===== src/rtl/biut_pkg.sv =====
// Shared widths, register codes and interface structs of the busy interval union tracker.
package biut_pkg;

  localparam int TIME_W   = 64;
  localparam int CAT_W    = 3;
  localparam int CNT_W    = 16;
  localparam int OUT_CATS = 5;
  localparam int ITEM_W   = 136;
  localparam int RES_W    = 520;
  localparam int ADDR_W   = 3;
  localparam int DATA_W   = 32;

  localparam logic [CNT_W-1:0] MIN_ITEMS_RESET = 16'd50;
  localparam logic [CNT_W-1:0] ITEMS_MAX       = 16'hFFFF;

  // Register word indexes on the configuration port.
  localparam logic [ADDR_W-3:0] REG_MIN_ITEMS = 1'b0;

  // One stored interval, closed at both ends.
  typedef struct packed {
    logic [TIME_W-1:0] hi;
    logic [TIME_W-1:0] lo;
  } ivl_t;

  // Request to the interval table engine.
  typedef struct packed {
    logic              start;
    logic              merge;
    logic              sum;
    logic [TIME_W-1:0] lo;
    logic [TIME_W-1:0] hi;
  } tbl_cmd_t;

  // Status from the interval table engine.
  typedef struct packed {
    logic              done;
    logic              ovf;
    logic [TIME_W-1:0] busy_time;
    logic [TIME_W-1:0] span;
  } tbl_sts_t;

  // Request to the running totals.
  typedef struct packed {
    logic              count;
    logic              add;
    logic              clear;
    logic              set_ovf;
    logic [CAT_W-1:0]  cat;
    logic [TIME_W-1:0] len;
  } tot_cmd_t;

endpackage


===== src/rtl/biut_cfg.sv =====
// Configuration register block with an APB-style port.
module biut_cfg
  import biut_pkg::*;
(
  input  logic              clk,
  input  logic              rst,
  input  logic              psel,
  input  logic              penable,
  input  logic              pwrite,
  input  logic [ADDR_W-1:0] paddr,
  input  logic [DATA_W-1:0] pwdata,
  output logic [DATA_W-1:0] prdata,
  output logic              pready,
  output logic [CNT_W-1:0]  min_items
);

  logic sel_min;

  assign sel_min = (paddr[ADDR_W-1:2] == REG_MIN_ITEMS);
  assign pready  = 1'b1;

  always_ff @(posedge clk) begin
    if (rst) begin
      min_items <= MIN_ITEMS_RESET;
    end else if (psel && penable && pwrite && pready && sel_min) begin
      min_items <= pwdata[CNT_W-1:0];
    end
  end

  always_comb begin
    prdata = '0;
    if (sel_min) begin
      prdata = DATA_W'(min_items);
    end
  end

endmodule


===== config.mk =====
export PLATFORM = sky130hd
export DESIGN_NAME = biut_cfg
export DESIGN_NICKNAME = d
export VERILOG_FILES = /design/src/rtl/biut_pkg.sv /design/src/rtl/biut_cfg.sv
export SDC_FILE = /design/constraint.sdc
export NUM_CORES = 1
export LEC_CHECK = 0
export BUFFER_PORTS_ARGS = -buffer_cell sky130_fd_sc_hd__clkbuf_2
export CAP_MARGIN = 20
export CORE_ASPECT_RATIO = 0.9
export CORE_UTILIZATION = 33
export DETAILED_ROUTE_END_ITERATION = 6
export PLACE_DENSITY = 0.72
export SLEW_MARGIN = 15
export SYNTH_ARGS = -nofsm -noshare
export SYNTH_HDL_FRONTEND = slang
export SYNTH_SLANG_ARGS = --single-unit

===== constraint.sdc =====
create_clock -name clk -period 1 [get_ports clk]
set_clock_uncertainty 0.15 [all_clocks]
set_input_delay 0.15 -clock clk [delete_from_list [all_inputs] [get_ports clk]]
set_output_delay 0.15 -clock clk [all_outputs]
set_load 0.03 [all_outputs]

* Word-level counts from Yosys, hierarchy flattened *
Cells that the tools add are included.

word-level totals
  flip-flop bits (word level) = 16
  input bits = 40

operators by class
  multiplexer cells = 1
  bitwise gates (word level) = 1
  reduce and logical (&&, ||, !) cells = 3

operators with widths
  cell               count
  $mux 16            1
  $logic_and 1x1->1  3
  $not 1->1          1

* Longest topological paths before layout *
  depth after elaboration = 3
  mapped depth = 4
  gate-level depth less buffers = 2

* Worst setup path after synthesis *
Ideal clock, no wire load.

  kind = flip-flop to output port
  start point = register min_items[10]
  end point = output port prdata[10]
  arrival = 1.011 ns
  required time = 0.700 ns
  slack = -0.311 ns
  cell stages (with the launch flop) = 2
  cells stage by stage = dfxtp_1 > nor2b_1

on the way
  word-level cells in the longest chain between the ends = 1

ends and longest elaborated chain
  item                      line            source
  start: declaration        biut_cfg.sv:14  output logic [CNT_W-1:0] min_items
  start signal: assignment  biut_cfg.sv:26  min_items <= pwdata[CNT_W-1:0];
  $mux 16                   biut_cfg.sv:32  if (sel_min) begin
  end: declaration          biut_cfg.sv:12  output logic [DATA_W-1:0] prdata,

Every way passes these cells.

* Worst setup path after layout *
  start point = register min_items[13]
  end point = output port prdata[13]

Same word-level chain as after synthesis.

==> results.ini <==
[synth]
synth_xor_area_frac = 0
synthMuxAreaShare = 0.165
synth_ff_type = dfxtp_1
synth-edff-count = 0
synth_top_family_by_area = simple AND/OR/NAND/NOR gates
synth-compound-area-share = 0
ys_warn_count = 0
seq_area_frac_synth = 0.329
synth-simple-area-share = 0.319
synth_top_area_share = 0.329
synth_cell_types = 12
synth_area_leader_cell = dfxtp_1
yosys-top-cells-area = dfxtp_1, nand2b_1, mux2i_1, buf_4, nor2b_1
synth_fa_ha_area_frac = 0
synth.most_common_cell = nand2b_1
netlist_instances = 106
netlist_area_um2 = 972
syn_avg_cell_area_um2 = 9.17
async_flop_share = 0
ys_seq_elements = 16
ys_top_cells_by_count = nand2b_1, buf_4, dfxtp_1, mux2i_1, nor2b_1

[layout]
stdcell_area_mm2 = 0.00197
nets = 230
layout.cells.non_filler = 228
area_delta_synth_final_pct = 102
largest_reg_flops = 16
reg.largest.list = min_items x16
antennaDiodeCount = 0
drive_above_1_share = 0.569
fin_util = 0.710
max_flop_register = min_items

[detailed_routing]
drt_pass1_iterations = 2
routed_wl_mm = 2.84
vias = 932
final_antenna_net_count = 0
drt_iter0_drc = 22
detail_route.wl_per_cell_um = 12.5
vias_per_cell = 4.09
drc = 0

[clock_network]
clkLatencyLatePin_ps = 270
htree_levels = 1
cts_root_buffer = clkbuf_4
cts_buffers = 3
path_clk_slew_ps = 90
clock_sinks = 16
clockBufferDepth = 2
cts_tree = yes

[critical_path]
critPathTopFamily = flip-flops
rr_endpoint = min_items[3]$_SDFFE_PP0P_
cpPeakStageDelay_ps = 340
crit_buf_inv = 1
path_cells = and2b_2 -> buf_8
path_max_fanout = 3
start_kind = flop
cp.required_ps = 700
critical_path_arrival_ps = 960
r2r_slack_ps = 40
cp_slowest_cell = dfxtp_2
worstReg2RegStart = min_items[3]$_SDFFE_PP0P_
crit_path_end_kind = primary output
crit_type = reg -> out
rr_worst_depth = 4

[floorplanning]
ios = 89
fp.coreArea_mm2 = 0.00277
die_y_um = 53.5
initial_utilization = 0.351
fp.dieArea_mm2 = 0.00317
die_width_um = 59.2
rows = 18

[sta]
setup_tns_ps = -5600
rsz0062_at_grt = true
fmax_ghz = 0.793
fin_ws_ps = -261
min_period_ps = 1260
fin_crit_sh = 1.26
drv_slew = 0
setup_viol = 32
finalHoldViolations = 0
whs_ps = 20.1

[placement]
hpwl_mm = 1.53
place_ws_ps = -216
port_buffers = 53
placedCellCount = 193
gp_congestion = 0.568
placed_cell_area_mm2 = 0.00131

[flow_run]
drv_cap = 0

[grt]
overflow = 0
grt_max_degree = 33
grt_pass1_vias = 894
grt_pass1_wl_mm = 3.93
antenna_found_initial = 0
grt_usage = 0.168

[status]
status = finished with violations
violations = setup timing

[power]
p_per_area_mw_per_mm2 = 747
power_mw = 1.47
p_leak_nw = 0.879
vdd_drop_max_mv = 0.432

[hold_path]
hold_class = in -> reg
min_from = pwdata[1]
hold_path_end = min_items[1]$_SDFFE_PP1P_
whs_path_depth = 3

tightest hold or removal path, stage by stage:
cell and delay (ps):
clkbuf_2 80, nor2_1 90, mux2i_1 80
power breakdown:
group          switching (mW)  leakage (nW)  internal [mW]  total, mW
Sequential             0.0122         0.135          0.653      0.666
Clock                   0.185        0.0138          0.139      0.324
Combinational           0.253         0.731          0.227      0.479
Total                   0.449         0.879           1.02       1.47
per-layer routing:
layer / track usage / part of all wire / wire length, um / vias to the layer above
met5: 0 / 0 / 0 / -
li1: - / - / - / 461
met3: 0.0391 / 0.059 / 168 / 2
met4: 0.0476 / 0.0056 / 16 / 0
met1: 0.160 / 0.37 / 1050 / 426
met2: 0.350 / 0.56 / 1600 / 43
worst max path at each step:
stage                               startpoint                         end  slack (ps)  cells after the start
detailed placement                    paddr[2]  min_items[12]$_SDFFE_PP0P_        -220                      4
floorplan                             paddr[2]   min_items[0]$_SDFFE_PP0P_         -50                      4
finish              min_items[13]$_SDFFE_PP0P_                  prdata[13]        -260                      2
CTS                  min_items[1]$_SDFFE_PP1P_                   prdata[1]        -260                      2
global route        min_items[13]$_SDFFE_PP0P_                  prdata[13]        -300                      2
global placement                      paddr[2]   min_items[0]$_SDFFE_PP0P_        -160                      4
cell families after synthesis:
group / Yosys count
flip-flops: 16
AND/OR/NAND/NOR: 49
multiplexers: 16
other: 2
buffers and inverters: 23
what timing repair did:
| item | 4_1_cts | 5_1_grt |
|---|---|---|
| pin swaps | 0 | 0 |
| endpoints found under the hold margin | 15 | 0 |
| resized for setup | 66 | 41 |
| hold buffers | 15 | 0 |
| endpoints found under the setup margin | 32 | 32 |
| setup buffers | 6 | 11 |
| cloned | 0 | 0 |
layout by cell type, fill, tap and decap left out:
cell type / n
and2b_2: 6
and4b_1: 1
buf_12: 2
buf_4: 5
buf_6: 13
buf_8: 30
clkbuf_2: 21
clkbuf_4: 3
clkbuf_8: 1
conb_1: 17
dfxtp_2: 16
dlygate4sd3_1: 15
mux2i_1: 16
nand2b_1: 26
nor2_1: 6
nor2b_4: 10
cell type report:
type,count,area [um2]
clock buffer,3,22.5
fill,198,805
multi-input combinational,82,609
sequential,16,340
tap,40,50.0
timing repair buffer,87,943
Power figures use the tool's default switching activity.
