$ cat src/rtl/biut_pkg.sv
// Shared widths, register codes and interface structs of the busy interval union tracker.
package biut_pkg;

  localparam int TIME_W   = 64;
  localparam int CAT_W    = 3;
  localparam int CNT_W    = 16;
  localparam int OUT_CATS = 5;
  localparam int ITEM_W   = 136;
  localparam int RES_W    = 520;
  localparam int ADDR_W   = 3;
  localparam int DATA_W   = 32;

  localparam logic [CNT_W-1:0] MIN_ITEMS_RESET = 16'd50;
  localparam logic [CNT_W-1:0] ITEMS_MAX       = 16'hFFFF;

  // Register word indexes on the configuration port.
  localparam logic [ADDR_W-3:0] REG_MIN_ITEMS = 1'b0;

  // One stored interval, closed at both ends.
  typedef struct packed {
    logic [TIME_W-1:0] hi;
    logic [TIME_W-1:0] lo;
  } ivl_t;

  // Request to the interval table engine.
  typedef struct packed {
    logic              start;
    logic              merge;
    logic              sum;
    logic [TIME_W-1:0] lo;
    logic [TIME_W-1:0] hi;
  } tbl_cmd_t;

  // Status from the interval table engine.
  typedef struct packed {
    logic              done;
    logic              ovf;
    logic [TIME_W-1:0] busy_time;
    logic [TIME_W-1:0] span;
  } tbl_sts_t;

  // Request to the running totals.
  typedef struct packed {
    logic              count;
    logic              add;
    logic              clear;
    logic              set_ovf;
    logic [CAT_W-1:0]  cat;
    logic [TIME_W-1:0] len;
  } tot_cmd_t;

endpackage

$ cat src/rtl/biut_totals.sv
// Running batch totals: item count, overlapped sum, category sums and overflow mark.
module biut_totals
  import biut_pkg::*;
#(
  parameter int CATEGORY_COUNT = 5
) (
  input  logic                                  clk,
  input  logic                                  rst,
  input  tot_cmd_t                              cmd,
  output logic [CNT_W-1:0]                      items_seen,
  output logic [TIME_W-1:0]                     overlap_sum,
  output logic [CATEGORY_COUNT-1:0][TIME_W-1:0] cat_sum,
  output logic                                  overflow_seen
);

  always_ff @(posedge clk) begin
    if (rst || cmd.clear) begin
      items_seen    <= '0;
      overlap_sum   <= '0;
      cat_sum       <= '0;
      overflow_seen <= 1'b0;
    end else begin
      if (cmd.count && (items_seen != ITEMS_MAX)) begin
        items_seen <= items_seen + 1'b1;
      end
      if (cmd.add) begin
        overlap_sum <= overlap_sum + cmd.len;
      end
      // A category beyond the last one still counts toward the overlapped sum only.
      for (int k = 0; k < CATEGORY_COUNT; k++) begin
        if (cmd.add && (int'(cmd.cat) == k)) begin
          cat_sum[k] <= cat_sum[k] + cmd.len;
        end
      end
      if (cmd.set_ovf) begin
        overflow_seen <= 1'b1;
      end
    end
  end

endmodule

$ cat config.mk
export PLATFORM = sky130hd
export DESIGN_NAME = biut_totals
export DESIGN_NICKNAME = d
export VERILOG_FILES = /design/src/rtl/biut_pkg.sv /design/src/rtl/biut_totals.sv
export SDC_FILE = /design/constraint.sdc
export NUM_CORES = 2
export LEC_CHECK = 0
export CAP_MARGIN = 25
export CORE_MARGIN = 2
export CORE_UTILIZATION = 45
export DETAILED_ROUTE_END_ITERATION = 6
export DONT_BUFFER_PORTS = 1
export PLACE_DENSITY_LB_ADDON = 0.3
export REMOVE_ABC_BUFFERS = 1
export SLEW_MARGIN = 15
export SYNTH_ARGS = -nofsm -noshare
export SYNTH_HDL_FRONTEND = slang
export SYNTH_SLANG_ARGS = --single-unit
$ cat constraint.sdc
create_clock -name clk -period 3.25 [get_ports clk]
set_input_delay 0.1625 -clock clk [delete_from_list [all_inputs] [get_ports clk]]
set_output_delay 0.1625 -clock clk [all_outputs]
set_load 0.01 [all_outputs]
After elaboration in Yosys (flattened, before gate mapping)
Cells that the tools add are included.
{"block": "word_totals", "register_bits": 401, "input_bits": 73, "output_inout_bits": 401}
{"block": "op_classes", "add_sub_neg": 7, "n_eq_ne": 5, "n_reduce_logical": 8}
{"cell": "$add A64 B64 Y64", "n": 6}
{"cell": "$add A16 B1 Y16 const B", "n": 1}
{"cell": "$ne A16 B16 Y1 const B", "n": 1}
{"cell": "$eq A3 B3 Y1 const B", "n": 3}
{"cell": "$logic_and A1 B1 Y1", "n": 6}
{"cell": "$eq A3 B2 Y1 const B", "n": 1}
{"cell": "$logic_not A3 Y1", "n": 1}
{"cell": "$logic_or A1 B1 Y1", "n": 1}

Logic depth before layout (Yosys ltp)
{"block": "logic_depth", "ltp_word": 2, "depth_mapped": 15, "mapped_depth_nobuf": 15}

Least setup slack after synthesis
No wires, ideal clock.
{"block": "synth_timing", "kind": "register -> register", "startpoint": "register cat_sum[0] (netlist bit)", "endpoint": "register cat_sum[60] (netlist bit)", "arrival_time_ps": 3381, "setup_slack_ps": -249, "stages_incl_launch_ff": 16, "synth_period_minus_slack_ps": 3499, "path_cell_list": "dfxtp_1 ha_1 fa_1 a21o_1 a21oi_1 nor2b_1 o2111a_1 o31a_1 o21ai_2 o21ai_1 a221o_1 a21oi_2 o21ai_2 nor3_1 a21oi_1 a32o_1"}
{"block": "synth_via", "elab_chain_cells": 1}
{"element": "from (decl)", "line": "biut_totals.sv:12", "text": "output logic [CATEGORY_COUNT-1:0][TIME_W-1:0] cat_sum,"}
{"element": "from (signal, indexed assignment)", "line": "biut_totals.sv:32", "text": "cat_sum[k] <= cat_sum[k] + cmd.len;"}
{"element": "$add A64 B64 Y64", "line": "biut_totals.sv:32"}
No other way between the ends.
A chain may end at the register's enable or synchronous reset.

Worst setup path after layout
{"block": "layout_timing", "startpoint": "register overlap_sum[0]", "endpoint": "register overlap_sum[60]"}
{"block": "layout_via", "elab_chain_cells": 1}
{"element": "from (decl)", "line": "biut_totals.sv:11", "text": "output logic [TIME_W-1:0] overlap_sum,"}
{"element": "from (signal assigned)", "line": "biut_totals.sv:27", "text": "overlap_sum <= overlap_sum + cmd.len;"}
{"element": "$add A64 B64 Y64", "line": "biut_totals.sv:27"}
No other way between the ends.

==> flow_metrics.env <==
export IMPL_die_area_sq_um=78790
export IMPL_place_hpwl_mm=100.2
export IMPL_yosys_warnings=0
export IMPL_layout_common_cells="buf_4, nand2_1, a21oi_1, dfxtp_1, ha_1"
export IMPL_ys_types=85
export IMPL_crit_required_ps=3760
export IMPL_wl_mm=140.4
export IMPL_synth_edf_count=0
export IMPL_finalHoldViolCount=0
export IMPL_post_place_ws_ps=-691.7
export IMPL_die_y_microns=280.7
export IMPL_powerDensity_nw_per_um2=311.5
export IMPL_numCtsBuffers=53
export IMPL_worstHoldPathCells=5
export IMPL_worstMarginPinSlew_ps=944.5
export IMPL_worst_endpoint_arrival_ps=4170
export IMPL_drt_iter0_drc=2721
export IMPL_gp_congestion=0.9896
export IMPL_worst_r2r_setup_slack_ps=-410
export IMPL_hp_class="in -> reg"
export IMPL_ys_ff_latch=401
export IMPL_setup_viol=48
export IMPL_synth_flop_cell="dfxtp_1"
export IMPL_io_pins=474
export IMPL_syn_cell_area_sq_um=34450
export IMPL_drive_above_1_share=0.2350
export IMPL_placed_cells=6044
export IMPL_vdd_drop_max_v=0.0005557
export IMPL_antenna_found_initial=5
export IMPL_skew_ps=35.82
export IMPL_route_detailed_drc=0
export IMPL_wire_per_inst_microns=22.26
export IMPL_layout_nets=5740
export IMPL_leakagePower_nw=21.72
export IMPL_min_to="cat_sum[226]"
export IMPL_min_period_ps=3658
export IMPL_crit_path_end_kind="register"
export IMPL_drv_cap=0
export IMPL_path_max_fanout=4
export IMPL_grt_use_total=0.3347
export IMPL_holdWs_ps=13.47
export IMPL_dr_pass1_iters=5
export IMPL_reg2reg_from="overlap_sum[0]"
export IMPL_fin_cells=6306
export IMPL_syn_inst=4589
export IMPL_cts_max_level=2
export IMPL_vias=37850
export IMPL_start_kind="register"
export IMPL_power_mw=14.30
export IMPL_final_core_util=0.6055
export IMPL_slew_violations=0
export IMPL_core_sq_um=75820
export IMPL_async_flop_share=0
export IMPL_cts_tree="yes"
export IMPL_slew_headroom=0.3703
export IMPL_crit_path_top_delay_cell="fa_2"
export IMPL_grt_pass1_vias=35040
export IMPL_slowest_delay_ps=350
export IMPL_clock_sinks=401
export IMPL_portBuffers=0
export IMPL_die_width_microns=280.7
export IMPL_reg2reg_to="overlap_sum[60]"
export IMPL_worstSkewPairLatency_ps=640
export IMPL_rows=101
export IMPL_period_share=1.126
export IMPL_failed_checks="negative setup slack"
export IMPL_crit_chain="ha_4 -> fa_2 -> a21o_1 -> a211o_1 -> a211oi_4 -> a21oi_4 -> o2111ai_2 -> buf_6 -> a211o_1 -> a211o_4 -> a21oi_4 -> o41ai_4 -> nor2b_4 -> a311oi_2 -> xor2_1 -> o21ai_1"
export IMPL_final_common_cell="buf_4"
export IMPL_critPathKind="reg -> reg"
export IMPL_nFillCells=6636
export IMPL_cts_root_buf="clkbuf_16"
export IMPL_start_util=0.4544
export IMPL_area_delta_synth_final_pct=33.27
export IMPL_synth_avg_cell_area_sq_um=7.507
export IMPL_grt_max_degree=108
export IMPL_grt_overflow=0
export IMPL_grt_setup_unrepaired="true"
export IMPL_ctsLongestPathBuffers=3
export IMPL_yosysSeqAreaShare=0.2330
export IMPL_layout_setup_ws_ps=-408.3
export IMPL_r2r_cells=16
export IMPL_clk_pin_slew_ps=60
export IMPL_via_per_inst=6.002
export IMPL_ant_nets=0
export IMPL_max_freq_mhz=273.4
export IMPL_min_delay_start="cmd[34]"
export IMPL_grt_pass1_wl_mm=205.2
export IMPL_status="complete, but fails checks"
sequential cells by signal, summed over array words and instances (netlist names):
| register | flops |
|---|---|
| cat_sum | 320 |
| overlap_sum | 64 |
| items_seen | 16 |
| overflow_seen | 1 |
worst max path at each step:
stage | startpoint | end | cells past startpoint
floorplan | rst | cat_sum[248] | 6
global placement | cat_sum[192] | cat_sum[246] | 16
detailed placement | cat_sum[192] | cat_sum[246] | 16
CTS | overlap_sum[0] | overlap_sum[60] | 16
global route | overlap_sum[0] | overlap_sum[60] | 16
finish | overlap_sum[0] | overlap_sum[60] | 16
critical path: cells and delay by family, from the launching register on:
kind	cells	cell delay (ps)
and+or+nand+nor	1	110
adders and majority gates	2	510
AOI/OAI and AO/OA	11	2290
buffers and inverters	1	150
xor gates and xnor gates	1	170
DFF	1	330
through the flow:
step	TNS (ps)	cell area (sq um)
finish	-4505	45910
CTS	-7520	44300
global placement	-31940	40250
global route	-13240	45900
detailed placement	-36980	40250
floorplan	-216150	33590
what timing repair did:
| action | 4_1_cts | 5_1_grt |
|---|---|---|
| hold endpoints to repair | 241 | 1 |
| hold buffers | 70 | 1 |
| gates cloned | 0 | 0 |
| setup endpoints to repair | 146 | 159 |
| buffers inserted | 55 | 59 |
| gates resized for setup | 228 | 274 |
| pin swaps | 153 | 232 |
area by class of cell:
| cell class | instances | area, sq um | area share |
|---|---|---|---|
| Clock buffer | 76 | 1574 | 0.03428 |
| Inverter | 68 | 255.2 | 0.005559 |
| Multi-Input combinational cell | 3894 | 27600 | 0.6011 |
| Tap cell | 978 | 1224 | 0.02665 |
| Clock inverter | 20 | 284.0 | 0.006186 |
| Timing Repair Buffer | 864 | 6909 | 0.1505 |
| Antenna cell | 5 | 12.51 | 0.0002725 |
| Sequential cell | 401 | 8058 | 0.1755 |
cells by family after synthesis:
kind of cell | Yosys count | synth area share
AO/OA/AOI/OAI | 1598 | 0.2916
AND/OR/NAND/NOR | 1521 | 0.2009
multiplexers | 51 | 0.01485
adder cells (fa/ha/maj) | 385 | 0.1411
XOR/XNOR | 339 | 0.08618
flip-flops | 401 | 0.2330
buffers and inverters | 294 | 0.03229
metal layers:
metal / up-vias / track usage / part of all wire / wire (microns)
met3: 412 / 0.1086 / 0.11 / 15200
li1: 18060 / - / - / -
met4: 6 / 0.1688 / 0.060 / 8458
met1: 17800 / 0.4116 / 0.40 / 55950
met5: - / 0.005629 / 0.00061 / 85
met2: 1567 / 0.5223 / 0.43 / 60690
power by group:
part	switching, mW	total [mW]	internal (mW)
combinational	1.63	2.85	1.22
clock	2.54	6.37	3.83
sequential	0.0855	5.08	4.99
synthesized netlist by cell type (all sizes together), types with 50 or more instances:
cell    instances  area [sq um]
xor2          137          1200
o21ai         247          1255
nand3         131         655.6
nor2          283          1062
ha            379          4742
mux2i          50         500.5
nor2b          51         321.6
a21o          325          2441
dfxtp         401          8028
nand4          82         513.0
a21oi         652          3286
inv            68         255.2
a211oi         53         412.9
nand2         700          2628
clkbuf        197         739.5
xnor2         202          1769
o21bai         55         416.7
and3           56         350.3
No activity file was read; power rests on OpenSTA's default activity.
